<file path="config.mk">
export PLATFORM = sky130hd
export DESIGN_NAME = ppg_phase
export DESIGN_NICKNAME = d
export VERILOG_FILES = /design/src/rtl/ppg_pkg.sv /design/src/rtl/ppg_phase.sv
export SDC_FILE = /design/constraint.sdc
export NUM_CORES = 1
export LEC_CHECK = 0
export BUFFER_PORTS_ARGS = -buffer_cell sky130_fd_sc_hd__buf_2
export CORE_ASPECT_RATIO = 1.1
export CORE_MARGIN = 4
export CORE_UTILIZATION = 40
export CTS_CLUSTER_DIAMETER = 50
export DETAILED_ROUTE_END_ITERATION = 12
export PLACE_DENSITY = 0.58
export SLEW_MARGIN = 5
export SYNTH_ARGS = -nofsm -noshare
export SYNTH_HDL_FRONTEND = slang
export SYNTH_SLANG_ARGS = --single-unit
</file>
<file path="constraint.sdc">
create_clock -name i_clk -period 27.1 [get_ports i_clk]
set_input_delay 4.065 -clock i_clk [delete_from_list [all_inputs] [get_ports i_clk]]
set_output_delay 4.065 -clock i_clk [all_outputs]
set_load 0.005 [all_outputs]
</file>
<file path="src/rtl/ppg_pkg.sv">
// shared types, sine table contents and constants of the plasma pixel generator
`timescale 1ns / 1ps
`default_nettype none

package ppg_pkg;

    localparam int TABLE_DEPTH = 4096;
    localparam int ROM_AW      = $clog2(TABLE_DEPTH);
    localparam int COORD_W     = 10;
    localparam int PHASE_W     = 10;
    localparam int STEP_W      = 6;
    localparam int WRAP_W      = 11;
    localparam int CFG_AW      = 2;
    localparam int COLOR_W     = 8;

    localparam logic [CFG_AW-1:0] CFG_PHASE_STEP  = 2'd0;
    localparam logic [CFG_AW-1:0] CFG_WRAP_FIRST  = 2'd1;
    localparam logic [CFG_AW-1:0] CFG_WRAP_SECOND = 2'd2;

    localparam logic [STEP_W-1:0] STEP_RESET        = 6'd4;
    localparam logic [WRAP_W-1:0] WRAP_FIRST_RESET  = 11'd503;
    localparam logic [WRAP_W-1:0] WRAP_SECOND_RESET = 11'd880;
    localparam logic [WRAP_W-1:0] WRAP_MIN          = 11'd256;
    localparam logic [WRAP_W-1:0] WRAP_MAX          = 11'd1024;

    typedef logic [COLOR_W-1:0] t_rom [TABLE_DEPTH];

    typedef struct packed {
        logic [ROM_AW-1:0] a;
        logic [ROM_AW-1:0] b;
        logic [ROM_AW-1:0] c;
    } t_rom_addr;

    typedef struct packed {
        logic [COLOR_W-1:0] a;
        logic [COLOR_W-1:0] b;
        logic [COLOR_W-1:0] c;
    } t_sine_vals;

    // pi in q48 with its double and half, from the q60 value
    localparam longint unsigned PI_Q48      = 64'h0003_243F_6A88_85A3;
    localparam longint unsigned TWO_PI_Q48  = 64'h0006_487E_D511_0B46;
    localparam longint unsigned HALF_PI_Q48 = 64'h0001_921F_B544_42D1;

    localparam int SINE_A = 0;
    localparam int SINE_B = 1;
    localparam int SINE_C = 2;

    localparam longint unsigned DIV_A = 64'd60;
    localparam longint unsigned DIV_B = 64'd80;
    localparam longint unsigned DIV_C = 64'd140;
    localparam longint unsigned MOD_A = DIV_A * TWO_PI_Q48;
    localparam longint unsigned MOD_B = DIV_B * TWO_PI_Q48;
    localparam longint unsigned MOD_C = DIV_C * TWO_PI_Q48;

    localparam longint AMP_A = 64'sd96;
    localparam longint AMP_B = 64'sd112;
    localparam longint AMP_C = 64'sd128;

    // taylor denominators (2k)(2k+1)
    localparam longint unsigned TAYLOR_DIV [20] = '{
        64'd1, 64'd6, 64'd20, 64'd42, 64'd72, 64'd110, 64'd156, 64'd210,
        64'd272, 64'd342, 64'd420, 64'd506, 64'd600, 64'd702, 64'd812,
        64'd930, 64'd1056, 64'd1190, 64'd1332, 64'd1482
    };

    // sine in q30 of i over the table divisor, truncated at every product
    function automatic longint sine_q30(input longint unsigned i, input int sel);
        longint unsigned t;
        longint unsigned x;
        longint unsigned x2;
        longint unsigned term;
        longint          sum;
        logic            neg;
        neg = 1'b0;
        case (sel)
            SINE_A:  t = ((i << 48) % MOD_A) / DIV_A;
            SINE_B:  t = ((i << 48) % MOD_B) / DIV_B;
            default: t = ((i << 48) % MOD_C) / DIV_C;
        endcase
        if (t >= TWO_PI_Q48) t = t - TWO_PI_Q48;
        if (t >= PI_Q48) begin
            t   = t - PI_Q48;
            neg = 1'b1;
        end
        if (t > PI_Q48) t = PI_Q48;
        if (t > HALF_PI_Q48) t = PI_Q48 - t;
        x    = t >> 18;
        x2   = (x * x) >> 30;
        sum  = longint'(x);
        term = x;
        for (int k = 1; k < 20; k++) begin
            term = ((term * x2) >> 30) / TAYLOR_DIV[k];
            if ((k % 2) == 1) sum = sum - longint'(term);
            else              sum = sum + longint'(term);
        end
        return neg ? -sum : sum;
    endfunction

    // one table entry: floor(amp + amp*sin), held in [0, 2*amp-1]
    function automatic logic [COLOR_W-1:0] rom_entry(input int i, input int sel);
        longint amp;
        longint v;
        case (sel)
            SINE_A:  amp = AMP_A;
            SINE_B:  amp = AMP_B;
            default: amp = AMP_C;
        endcase
        v = amp * (64'sd1 <<< 30) + amp * sine_q30(longint'(i), sel);
        if (v < 0) v = 0;
        v = v >>> 30;
        if (v > 2 * amp - 1) v = 2 * amp - 1;
        return v[COLOR_W-1:0];
    endfunction

endpackage

`default_nettype wire

</file>
<file path="src/rtl/ppg_phase.sv">
// configuration registers, frame phase accumulators and sine table addresses
`timescale 1ns / 1ps
`default_nettype none

module ppg_phase
    import ppg_pkg::*;
(
    input  wire logic               i_clk,
    input  wire logic               i_rst_n,
    input  wire logic               i_cfg_we,
    input  wire logic [CFG_AW-1:0]  i_cfg_addr,
    input  wire logic [WRAP_W-1:0]  i_cfg_wdata,
    input  wire logic               i_accept,
    input  wire logic [COORD_W-1:0] i_pixel_x,
    input  wire logic [COORD_W-1:0] i_pixel_y,
    input  wire logic               i_frame_start,
    output t_rom_addr               o_addr
);

    logic [STEP_W-1:0]  r_step;
    logic [WRAP_W-1:0]  r_wrap_first;
    logic [WRAP_W-1:0]  r_wrap_second;
    logic [PHASE_W-1:0] r_phase_v;
    logic [PHASE_W-1:0] r_phase_d;
    logic [PHASE_W-1:0] n_phase_v;
    logic [PHASE_W-1:0] n_phase_d;
    logic [PHASE_W-1:0] phase_v_use;
    logic [PHASE_W-1:0] phase_d_use;
    logic [WRAP_W-1:0]  wrap_v;
    logic [WRAP_W-1:0]  wrap_d;
    logic [STEP_W+1:0]  step3;

    function automatic logic [WRAP_W-1:0] sat_wrap(input logic [WRAP_W-1:0] w);
        if (w < WRAP_MIN)      return WRAP_MIN;
        else if (w > WRAP_MAX) return WRAP_MAX;
        else                   return w;
    endfunction

    // sum stays below five times the smallest wrap, so four subtracts suffice
    function automatic logic [PHASE_W-1:0] wrap_mod(input logic [WRAP_W-1:0] s,
                                                    input logic [WRAP_W-1:0] w);
        logic [WRAP_W-1:0] v;
        v = s;
        for (int k = 0; k < 4; k++) begin
            if (v >= w) v = v - w;
        end
        return v[PHASE_W-1:0];
    endfunction

    always_ff @(posedge i_clk) begin
        if (!i_rst_n) begin
            r_step        <= STEP_RESET;
            r_wrap_first  <= WRAP_FIRST_RESET;
            r_wrap_second <= WRAP_SECOND_RESET;
        end else if (i_cfg_we) begin
            unique case (i_cfg_addr)
                CFG_PHASE_STEP:  r_step        <= i_cfg_wdata[STEP_W-1:0];
                CFG_WRAP_FIRST:  r_wrap_first  <= i_cfg_wdata;
                CFG_WRAP_SECOND: r_wrap_second <= i_cfg_wdata;
                default: ;
            endcase
        end
    end

    assign wrap_v = sat_wrap(r_wrap_first);
    assign wrap_d = sat_wrap(r_wrap_second);
    assign step3  = {2'b00, r_step} + {1'b0, r_step, 1'b0};

    assign n_phase_v = wrap_mod({1'b0, r_phase_v} + WRAP_W'(r_step), wrap_v);
    assign n_phase_d = wrap_mod({1'b0, r_phase_d} + WRAP_W'(step3), wrap_d);

    assign phase_v_use = i_frame_start ? n_phase_v : r_phase_v;
    assign phase_d_use = i_frame_start ? n_phase_d : r_phase_d;

    always_ff @(posedge i_clk) begin
        if (!i_rst_n) begin
            r_phase_v <= '0;
            r_phase_d <= '0;
        end else if (i_accept && i_frame_start) begin
            r_phase_v <= n_phase_v;
            r_phase_d <= n_phase_d;
        end
    end

    assign o_addr.a = ROM_AW'(i_pixel_x);
    assign o_addr.b = ROM_AW'({1'b0, i_pixel_y} + {1'b0, phase_v_use});
    assign o_addr.c = ROM_AW'({2'b00, i_pixel_x} + {2'b00, i_pixel_y} + {2'b00, phase_d_use});

endmodule

`default_nettype wire

</file>
==> results_dict.tcl, run 1 <==
set metrics [dict create \
    synth.most_common_cell "nand2_1" \
    cp_data_required_time_ns 23.03 \
    start_util_pct 40.6 \
    path_common_cell "ha_1" \
    die_w_um 153 \
    post-route-drc-count 0 \
    timing.fmax_mhz 56.2 \
    grt_start_max_net_pins 51 \
    crit_type "flip-flop to output port" \
    post-cts-setup-buffer-count 0 \
    synth_warnings 0 \
    synth_compound_area_share_pct 27.9 \
    synthMuxAreaShare_pct 3.03 \
    startpoint_type "flip-flop" \
    row_count 58 \
    holdBufCountCts 0 \
    fill_cells 2423 \
    n_antenna_cell 0 \
    synthesis.area_um2 9240 \
    hp-class "flip-flop to flip-flop" \
    synthTopCellsByCount "143 x nand2_1, 122 x ha_1, 103 x nor2_1, 101 x a21oi_1, 77 x inv_1" \
    synthXorXnorAreaFrac_pct 7.20 \
    final_nets 1479 \
    numCtsBuffers 5 \
    overflow 0 \
    instances_no_fill 1593 \
    coreArea_um2 22800 \
    report.final.slew_viol_count 0 \
    async_reset_ff_share_pct 0 \
    post-route-min-period_ns 17.79 \
    synth_top_family_by_area "compound AO/OA/AOI/OAI gates" \
    track_usage_pct 21.9 \
    vias 9245 \
    cp_data_arrival_time_ns 13.73 \
    cts_tree "yes" \
    worstMarginPinSlew_ns 0.904 \
    routed_wl_mm 29.1 \
    yosysSeqAreaShare_pct 10.4 \
    drive_above_1_share_pct 9.67 \
    root_buffer "clkbuf_16" \
    maxCapViolCount 0 \
    max_slew_margin_pct 39.8 \
    grt_antenna_before_repair 0 \
    netlist_instances 1256 \
    synthAdderAreaFrac_pct 22.4 \
    synthFlopType "dfxtp_1" \
    globalplace.congestion 0.922 \
    crit_path_max_incr_delay_ns 0.58 \
    detailedRoute.firstIterationViolations 492 \
    synth_top_cell_by_area "ha_1" \
    cpLargestDelayFamily "compound AO/OA/AOI/OAI gates" \
    fin_crit_sh_pct 65.7 \
    hpwl_mm 24.4 \
    fin_hold_ws_ns 0.468 \
    first_pass_iters 6 \
    clk_pin_slew_worst_paths_ns 0.07 \
    setup_tns_ns 0 \
    critical_path_buf_inv_count 4 \
    setup_viol 0 \
    synth.distinct_cells 80 \
    grt_pass1_wl_mm 46.0 \
    rsz0062_at_grt "no" \
    clockBufferDepth 2 \
    die_h_um 167 \
    clock_sinks 48 \
    hold_violations 0 \
    routedWlPerCell_um 18.3 \
    pin_count 74 \
    area_growth_pct 7.51 \
    antenna_left 0 \
    synth_area_per_cell_um2 7.36 \
    synth.ff_latch_count 48 \
    path_max_fanout 24 \
    yosys.area_share.simple_pct 23.3 \
    dp.cells 1585 \
    cts_resized 0 \
    grt_pass1_vias 8833 \
    cp_slowest_cell "or4b_1" \
    htree_levels 2 \
    fin_skew_ns 0.00705 \
    drt-vias-per-instance 5.80 \
    die-area_um2 25600 \
    run_status "finished, final reports clean" \
    worstSkewPairLatency_ns 0.30 \
    crit_path_end_kind "output port" \
    yosys-top-cells-area "ha_1 17%, dfxtp_1 10%, fa_1 5.8%" \
    synth_top_area_share_pct 16.5 \
    synth-edff-count 0 \
    io_buffers 70 \
]
flip-flops by register name, indices dropped and copies added (netlist names):
| register | cells |
|---|---|
| r_phase_d | 10 |
| r_phase_v | 10 |
| r_step | 6 |
| r_wrap_first | 11 |
| r_wrap_second | 11 |
layout by cell type (no fill, tap or decap), types with 11 or more instances in the layout:
cell and count:
a211oi_1 16, a21boi_0 12, a21o_1 28, a21oi_1 101
a31oi_1 14, and2_1 11, buf_2 70, dfxtp_1 48
fa_1 27, ha_1 122, inv_1 77, mux2_2 12
mux2i_1 13, nand2_1 143, nand2b_1 16, nand3_1 41
nand4_1 11, nor2_1 103, nor2b_1 28, nor3_1 33
o211ai_1 18, o21a_1 18, o21ai_0 69, o21bai_1 14
or2_2 11, xnor2_1 48, xor2_1 28
logic make-up after synthesis:
logic type      count (synthesis)
fa+ha+maj                     149
mux                            26
buf+inv                       124
flops                          48
xor+xnor                       76
simple gates                  449
compound gates                383
other cells                     1
per-stage QoR:
step,area (um2),setup slack [ns],util (%)
3_3_place_gp,9760,10.08,42.8
6_report,9940,9.31,43.6
3_5_place_dp,9760,9.82,42.8
5_1_grt,9940,8.12,43.6
2_1_floorplan,9250,11.33,-
4_1_cts,9940,9.44,43.6
worst min-delay path, stage by stage, from the launching register on:
cell and delay [ns]:
dfxtp_1 0.31, nand2_1 0.05, a21boi_0 0.06
layout make-up:
class	count	area, um2	area share, %
Inverter	77	289	2.91
Timing Repair Buffer	74	380	3.83
Sequential cell	48	961	9.67
Clock buffer	5	125	1.26
Tap cell	300	375	3.78
Clock inverter	3	47.5	0.479
Multi-Input combinational cell	1086	7760	78.1
path summary, 6_finish.rpt:
check | startpoint | to | slack [ns] | cells past startpoint
max | r_step[1]$_SDFFE_PN0P_ | o_addr[11] | 9.31 | 50
min | r_wrap_second[3]$_SDFFE_PN0P_ | r_wrap_second[3]$_SDFFE_PN0P_ | 0.47 | 2
max reg2reg | r_step[1]$_SDFFE_PN0P_ | r_phase_d[4]$_SDFFE_PN0P_ | 15.78 | 38
min reg2reg | r_wrap_second[3]$_SDFFE_PN0P_ | r_wrap_second[3]$_SDFFE_PN0P_ | 0.47 | 2
metal layers:
layer / track usage [%] / vias to the layer above / routed length (um)
li1: - / 4625 / -
met1: 27.2 / 4335 / 12600
met2: 39.2 / 216 / 14300
met3: 2.40 / 69 / 1020
met4: 8.18 / 0 / 1090
met5: 0 / - / 0
Power of run 1 is not shown: default switching activity piles up to over one toggle a cycle in this logic, so the estimate is an artifact.
==> inputs of run 2 (changes only) <==
--- a/config.mk
+++ b/config.mk
@@ -5,13 +5,14 @@
 export SDC_FILE = /design/constraint.sdc
 export NUM_CORES = 1
 export LEC_CHECK = 0
+export ABC_AREA = 1
 export BUFFER_PORTS_ARGS = -buffer_cell sky130_fd_sc_hd__buf_2
 export CORE_ASPECT_RATIO = 1.1
 export CORE_MARGIN = 4
 export CORE_UTILIZATION = 40
 export CTS_CLUSTER_DIAMETER = 50
 export DETAILED_ROUTE_END_ITERATION = 12
-export PLACE_DENSITY = 0.58
+export PLACE_DENSITY = 0.6
 export SLEW_MARGIN = 5
 export SYNTH_ARGS = -nofsm -noshare
 export SYNTH_HDL_FRONTEND = slang
==> constraint.sdc (replaced) <==
create_clock -name i_clk -period 15.4 [get_ports i_clk]
set_input_delay 2.31 -clock i_clk [delete_from_list [all_inputs] [get_ports i_clk]]
set_output_delay 2.31 -clock i_clk [all_outputs]
set_load 0.005 [all_outputs]
==> run 2 against run 1 <==
  * Flip-flop and latch count unchanged
  * Core utilization up 0.13 points
  * Critical path depth up 3
  * Global-route usage down 0.78 points
  * Worst hold slack better by 0.012 ns
  * Register-to-register slack worse by 9.5 ns
  * Die area up 4.8%
  * Synthesized cell count up 27%
  * Cell count up 22%
  * Sequential share of layout area down 0.43 points
  * Critical endpoint unchanged
  * Non-clock buffer count down 1
==> results_dict.tcl, run 2 <==
set metrics [dict create \
    crit_path_max_incr_delay_ns 0.52 \
    setup_viol 0 \
    routedWlPerCell_um 14.5 \
    coreArea_um2 23800 \
    fin_skew_ns 0.00473 \
    synthFlopType "dfxtp_1" \
    async_reset_ff_share_pct 0 \
    crit_type "flip-flop to output port" \
    layout_commonest_cell "nand2_1" \
    synth_top_area_share_pct 17.8 \
    path_common_cell "nand2_1" \
    report.final.slew_viol_count 0 \
    synthTopCellsByCount "459 x nand2_1, 204 x inv_1, 167 x nand3_1, 123 x nor2_1, 122 x ha_1" \
    min_to "r_wrap_second[1]$_SDFFE_PN0P_" \
    hp-start "r_wrap_second[1]$_SDFFE_PN0P_" \
    die-area_um2 26800 \
    synth-edff-count 0 \
    holdBufCountCts 0 \
    root_buffer "clkbuf_16" \
    yosys-top-cells-area "nand2_1 18%, ha_1 16%, dfxtp_1 9.9%" \
    crit_path_end_kind "output port" \
    reg_top3 "r_wrap_first (11), r_wrap_second (11)" \
    path_max_fanout 16 \
    rsz0062_at_grt "no" \
    drive_above_1_share_pct 8.99 \
    synth_top_family_by_area "simple AND/OR/NAND/NOR gates" \
    pin_count 74 \
    die_h_um 171 \
    track_usage_pct 21.1 \
    die_w_um 157 \
    r2r_slack_ns 6.29 \
    overflow 0 \
    hpwl_mm 24.5 \
    timing.fmax_mhz 73.2 \
    synthAdderAreaFrac_pct 21.3 \
    post-cts-setup-buffer-count 0 \
    final_nets 1821 \
    cp_data_arrival_time_ns 11.36 \
    yosys.area_share.simple_pct 39.8 \
    worstMarginPinSlew_ns 0.979 \
    post-route-min-period_ns 13.67 \
    hold_violations 0 \
    routed_wl_mm 28.2 \
    max_slew_margin_pct 34.7 \
    globalplace.congestion 0.932 \
    synthesis.area_um2 9700 \
    synth.most_common_cell "nand2_1" \
    fin_crit_sh_pct 88.7 \
    htree_levels 2 \
    maxCapViolCount 0 \
    synthXorXnorAreaFrac_pct 6.41 \
    startpoint_type "flip-flop" \
    drt-vias-per-instance 5.12 \
    reg2reg_from "r_step[1]$_SDFFE_PN0P_" \
    hp-class "flip-flop to flip-flop" \
    detailedRoute.firstIterationViolations 552 \
    r2r-end "r_phase_d[7]$_SDFFE_PN0P_" \
    synth_top_cell_by_area "nand2_1" \
    area_growth_pct 7.12 \
    numCtsBuffers 5 \
    synth.ff_latch_count 48 \
    synth_warnings 0 \
    clk_pin_slew_worst_paths_ns 0.06 \
    row_count 59 \
    post-route-drc-count 0 \
    io_buffers 70 \
    grt_pass1_vias 9526 \
    vias 9928 \
    grt_start_max_net_pins 33 \
    grt_antenna_before_repair 0 \
    n_antenna_cell 0 \
    cp_data_required_time_ns 13.09 \
    run_status "finished, final reports clean" \
    worstHoldPathCells 2 \
    synth.distinct_cells 51 \
    cts_resized 0 \
    reg2regPathDepth 44 \
    cts_tree "yes" \
    start_util_pct 40.8 \
    netlist_instances 1590 \
    synth_compound_area_share_pct 11.8 \
    setup_tns_ns 0 \
    mostFrequentLayoutCells "459 x nand2_1, 204 x inv_1, 167 x nand3_1" \
    cp_slowest_cell "a21oi_2" \
    clock_sinks 48 \
    grt_pass1_wl_mm 46.7 \
    yosysSeqAreaShare_pct 9.90 \
    synth_area_per_cell_um2 6.10 \
    worstSkewPairLatency_ns 0.30 \
    synthMuxAreaShare_pct 0 \
    antenna_left 0 \
    clockBufferDepth 2 \
    first_pass_iters 5 \
]
## run 2: per-stage QoR
stage          area [um2]  hold WS [ns]  utilization [%]  instances  setup WS, ns
6_report            10400         0.480             43.7       1940          1.73
5_1_grt             10400         0.514             43.7       1940         0.521
4_1_cts             10400         0.485             43.7       1940          1.78
3_5_place_dp        10200         0.470             43.0       1932          2.14
3_3_place_gp        10200         0.472             43.0       1932          2.35
2_1_floorplan        9710         0.445                -       1592          3.95
## run 2: worst max-delay path by stage
stage / start / endpoint
2_1_floorplan: r_step[1]$_SDFFE_PN0P_ / o_addr[11]
3_3_place_gp: r_step[1]$_SDFFE_PN0P_ / o_addr[11]
3_5_place_dp: r_step[1]$_SDFFE_PN0P_ / o_addr[11]
4_1_cts: r_step[1]$_SDFFE_PN0P_ / o_addr[11]
5_1_grt: r_step[1]$_SDFFE_PN0P_ / o_addr[11]
6_report: r_step[1]$_SDFFE_PN0P_ / o_addr[11]
## run 2: per-layer routing
metal  wire length [um]  track usage (%)  part of all wire (%)
met1              13300             28.4                    47
met2              13400             36.7                    47
met3               1020             2.24                   3.6
met4                508             4.49                   1.8
met5                  0                0                     0
## run 2: worst max-delay path: cells and delay by family (launching register included)
family | cells | cell delay (ns)
fa+ha+maj | 10 | 3.50
buf+inv | 7 | 0.99
flops | 1 | 0.43
xor+xnor | 1 | 0.27
compound gates | 14 | 2.80
simple gates | 21 | 3.05
## run 2: kinds of logic after synthesis
kind of cell / after synthesis
adders and majority gates: 149
buffers and inverters: 251
AOI/OAI and AO/OA: 204
xor gates and xnor gates: 71
DFF: 48
other: 1
and+or+nand+nor: 866
## run 2: final cells by class
type,instances,area [um2]
Fill cell,2639,13400
Clock inverter,3,46.3
Tap cell,305,382
Timing Repair Buffer,73,373
Inverter,213,802
Multi-Input combinational cell,1293,7710
Clock buffer,5,125
Sequential cell,48,961
Power of run 2 is left out for the same reason.
==> inputs of run 3 (changes only) <==
--- a/config.mk
+++ b/config.mk
@@ -5,7 +5,6 @@
 export SDC_FILE = /design/constraint.sdc
 export NUM_CORES = 1
 export LEC_CHECK = 0
-export ABC_AREA = 1
 export BUFFER_PORTS_ARGS = -buffer_cell sky130_fd_sc_hd__buf_2
 export CORE_ASPECT_RATIO = 1.1
 export CORE_MARGIN = 4
==> run 3 against run 2 <==
  * Die area down 4.5%
  * Via count down 6.3%
  * Cell count down 17%
  * Critical path depth down 1
  * Global-route usage up 0.54 points
  * First-iteration DRC count up 0.18%
  * Worst hold slack worse by 0.014 ns
  * Wire length up 3.3%
  * Critical endpoint unchanged
  * Highest routed layer unchanged
==> results_dict.tcl, run 3 (same netlist as run 1, synthesis figures left out) <==
set metrics [dict create \
    clockBufferDepth 2 \
    grt_pass1_vias 8842 \
    hp-start "r_wrap_second[0]$_SDFFE_PN0P_" \
    grt_start_max_net_pins 51 \
    post-route-drc-count 0 \
    clock_sinks 48 \
    cp_data_required_time_ns 13.09 \
    setup_tns_ns 0 \
    die_w_um 153 \
    io_buffers 70 \
    vias 9306 \
    cp_slowest_cell "or4b_4" \
    root_buffer "clkbuf_16" \
    numCtsBuffers 5 \
    first_pass_iters 6 \
    die_h_um 167 \
    htree_levels 2 \
    path_common_cell "ha_1" \
    coreArea_um2 22800 \
    report.final.slew_viol_count 0 \
    fill_cells 2378 \
    critical_path_buf_inv_count 6 \
    post-route-min-period_ns 14.92 \
    crit_path_end_kind "output port" \
    antenna_left 0 \
    worstSkewPairLatency_ns 0.30 \
    run_status "finished, final reports clean" \
    path_max_fanout 7 \
    crit_path_max_incr_delay_ns 0.58 \
    dp.cells 1596 \
    hpwl_mm 24.4 \
    setup_viol 0 \
    reg_top3 "r_wrap_first (11), r_wrap_second (11)" \
    hp-class "flip-flop to flip-flop" \
    layout_commonest_cell "nand2_1" \
    routed_wl_mm 29.1 \
    rsz0062_at_grt "yes" \
    detailedRoute.firstIterationViolations 553 \
    multiInputGateArea_um2 7960 \
    clk_pin_slew_worst_paths_ns 0.08 \
    startpoint_type "flip-flop" \
    drt-vias-per-instance 5.78 \
    instances_no_fill 1610 \
    startpoint "r_step[0]$_SDFFE_PN0P_" \
    track_usage_pct 21.7 \
    fin_util_pct 45.2 \
    fin_skew_ns 0.0142 \
    overflow 0 \
    start_util_pct 40.6 \
    reg2reg_from "r_step[0]$_SDFFE_PN0P_" \
    drive_above_1_share_pct 13.5 \
    worstMarginPinSlew_ns 0.862 \
    grt_antenna_before_repair 0 \
    hold_violations 0 \
    maxCapViolCount 0 \
    area_growth_pct 11.4 \
    routedWlPerCell_um 18.1 \
    pin_count 74 \
    fin_crit_sh_pct 96.9 \
    die-area_um2 25600 \
    seqCellArea_um2 962 \
    cts_tree "yes" \
    final_nets 1496 \
    grt_pass1_wl_mm 45.9 \
    crit_type "flip-flop to output port" \
    n_antenna_cell 0 \
    globalplace.congestion 0.935 \
    timing.fmax_mhz 67.0 \
    cp_data_arrival_time_ns 12.61 \
    cpLargestDelayFamily "compound AO/OA/AOI/OAI gates" \
    row_count 58 \
    mostFrequentLayoutCells "142 x nand2_1, 122 x ha_1, 99 x nor2_1" \
    holdBufCountCts 0 \
    max_slew_margin_pct 42.5 \
]
-- run 3: changes by cell type in the layout (fill, tap and decap cells not counted), sizes merged, moves of 18 or more --
cell,change
nand2,-334
nand3,-143
inv,-133
nor2b,+28
nor2,-24
a21o,+22
nor3,+21
xnor2,+19
buf,+18
-- run 3: final timing paths --
check / endpoint / slack (ns) / depth (start not counted)
setup / recovery: o_addr[11] / 0.48 / 52
hold / removal: r_wrap_second[0]$_SDFFE_PN0P_ / 0.47 / 2
setup reg to reg: r_phase_v[6]$_SDFFE_PN0P_ / 4.82 / 35
hold reg to reg: r_wrap_second[0]$_SDFFE_PN0P_ / 0.47 / 2
-- run 3: metal layers --
| metal | up-vias | wire, um | track usage [%] |
|---|---|---|---|
| li1 | 4662 | - | - |
| met1 | 4376 | 12400 | 27.2 |
| met2 | 216 | 14500 | 39.0 |
| met3 | 52 | 966 | 1.27 |
| met4 | 0 | 1210 | 8.41 |
| met5 | - | 0 | 0 |
-- run 3: timing repair --
action                     4_1_cts  5_1_grt
buffers inserted                 0        6
setup endpoints to repair        0        9
gates resized for setup          0       50
-- run 3: area by class of cell --
type / count / area share [%]
clock buffer: 5 / 1.22
sequential: 48 / 9.35
clock inverter: 3 / 0.669
inverter: 77 / 2.81
tap: 300 / 3.65
timing repair buffer: 91 / 4.97
multi-input combinational: 1086 / 77.3
-- run 3: tightest hold or removal path, stage by stage (launching register included) --
cell	delay (ns)
dfxtp_1	0.31
nand2_1	0.04
a21boi_0	0.07
-- run 3: per-stage QoR --
stage / hold WS, ns / cell area, um2 / setup slack (ns)
floorplan: 0.432 / 9250 / 1.39
finish: 0.467 / 10300 / 0.479
global placement: 0.446 / 9850 / 0.416
global route: 0.488 / 10300 / -0.108
CTS: 0.466 / 10000 / 0.0223
detailed placement: 0.456 / 9850 / 0.386
Power of run 3 is left out for the same reason.
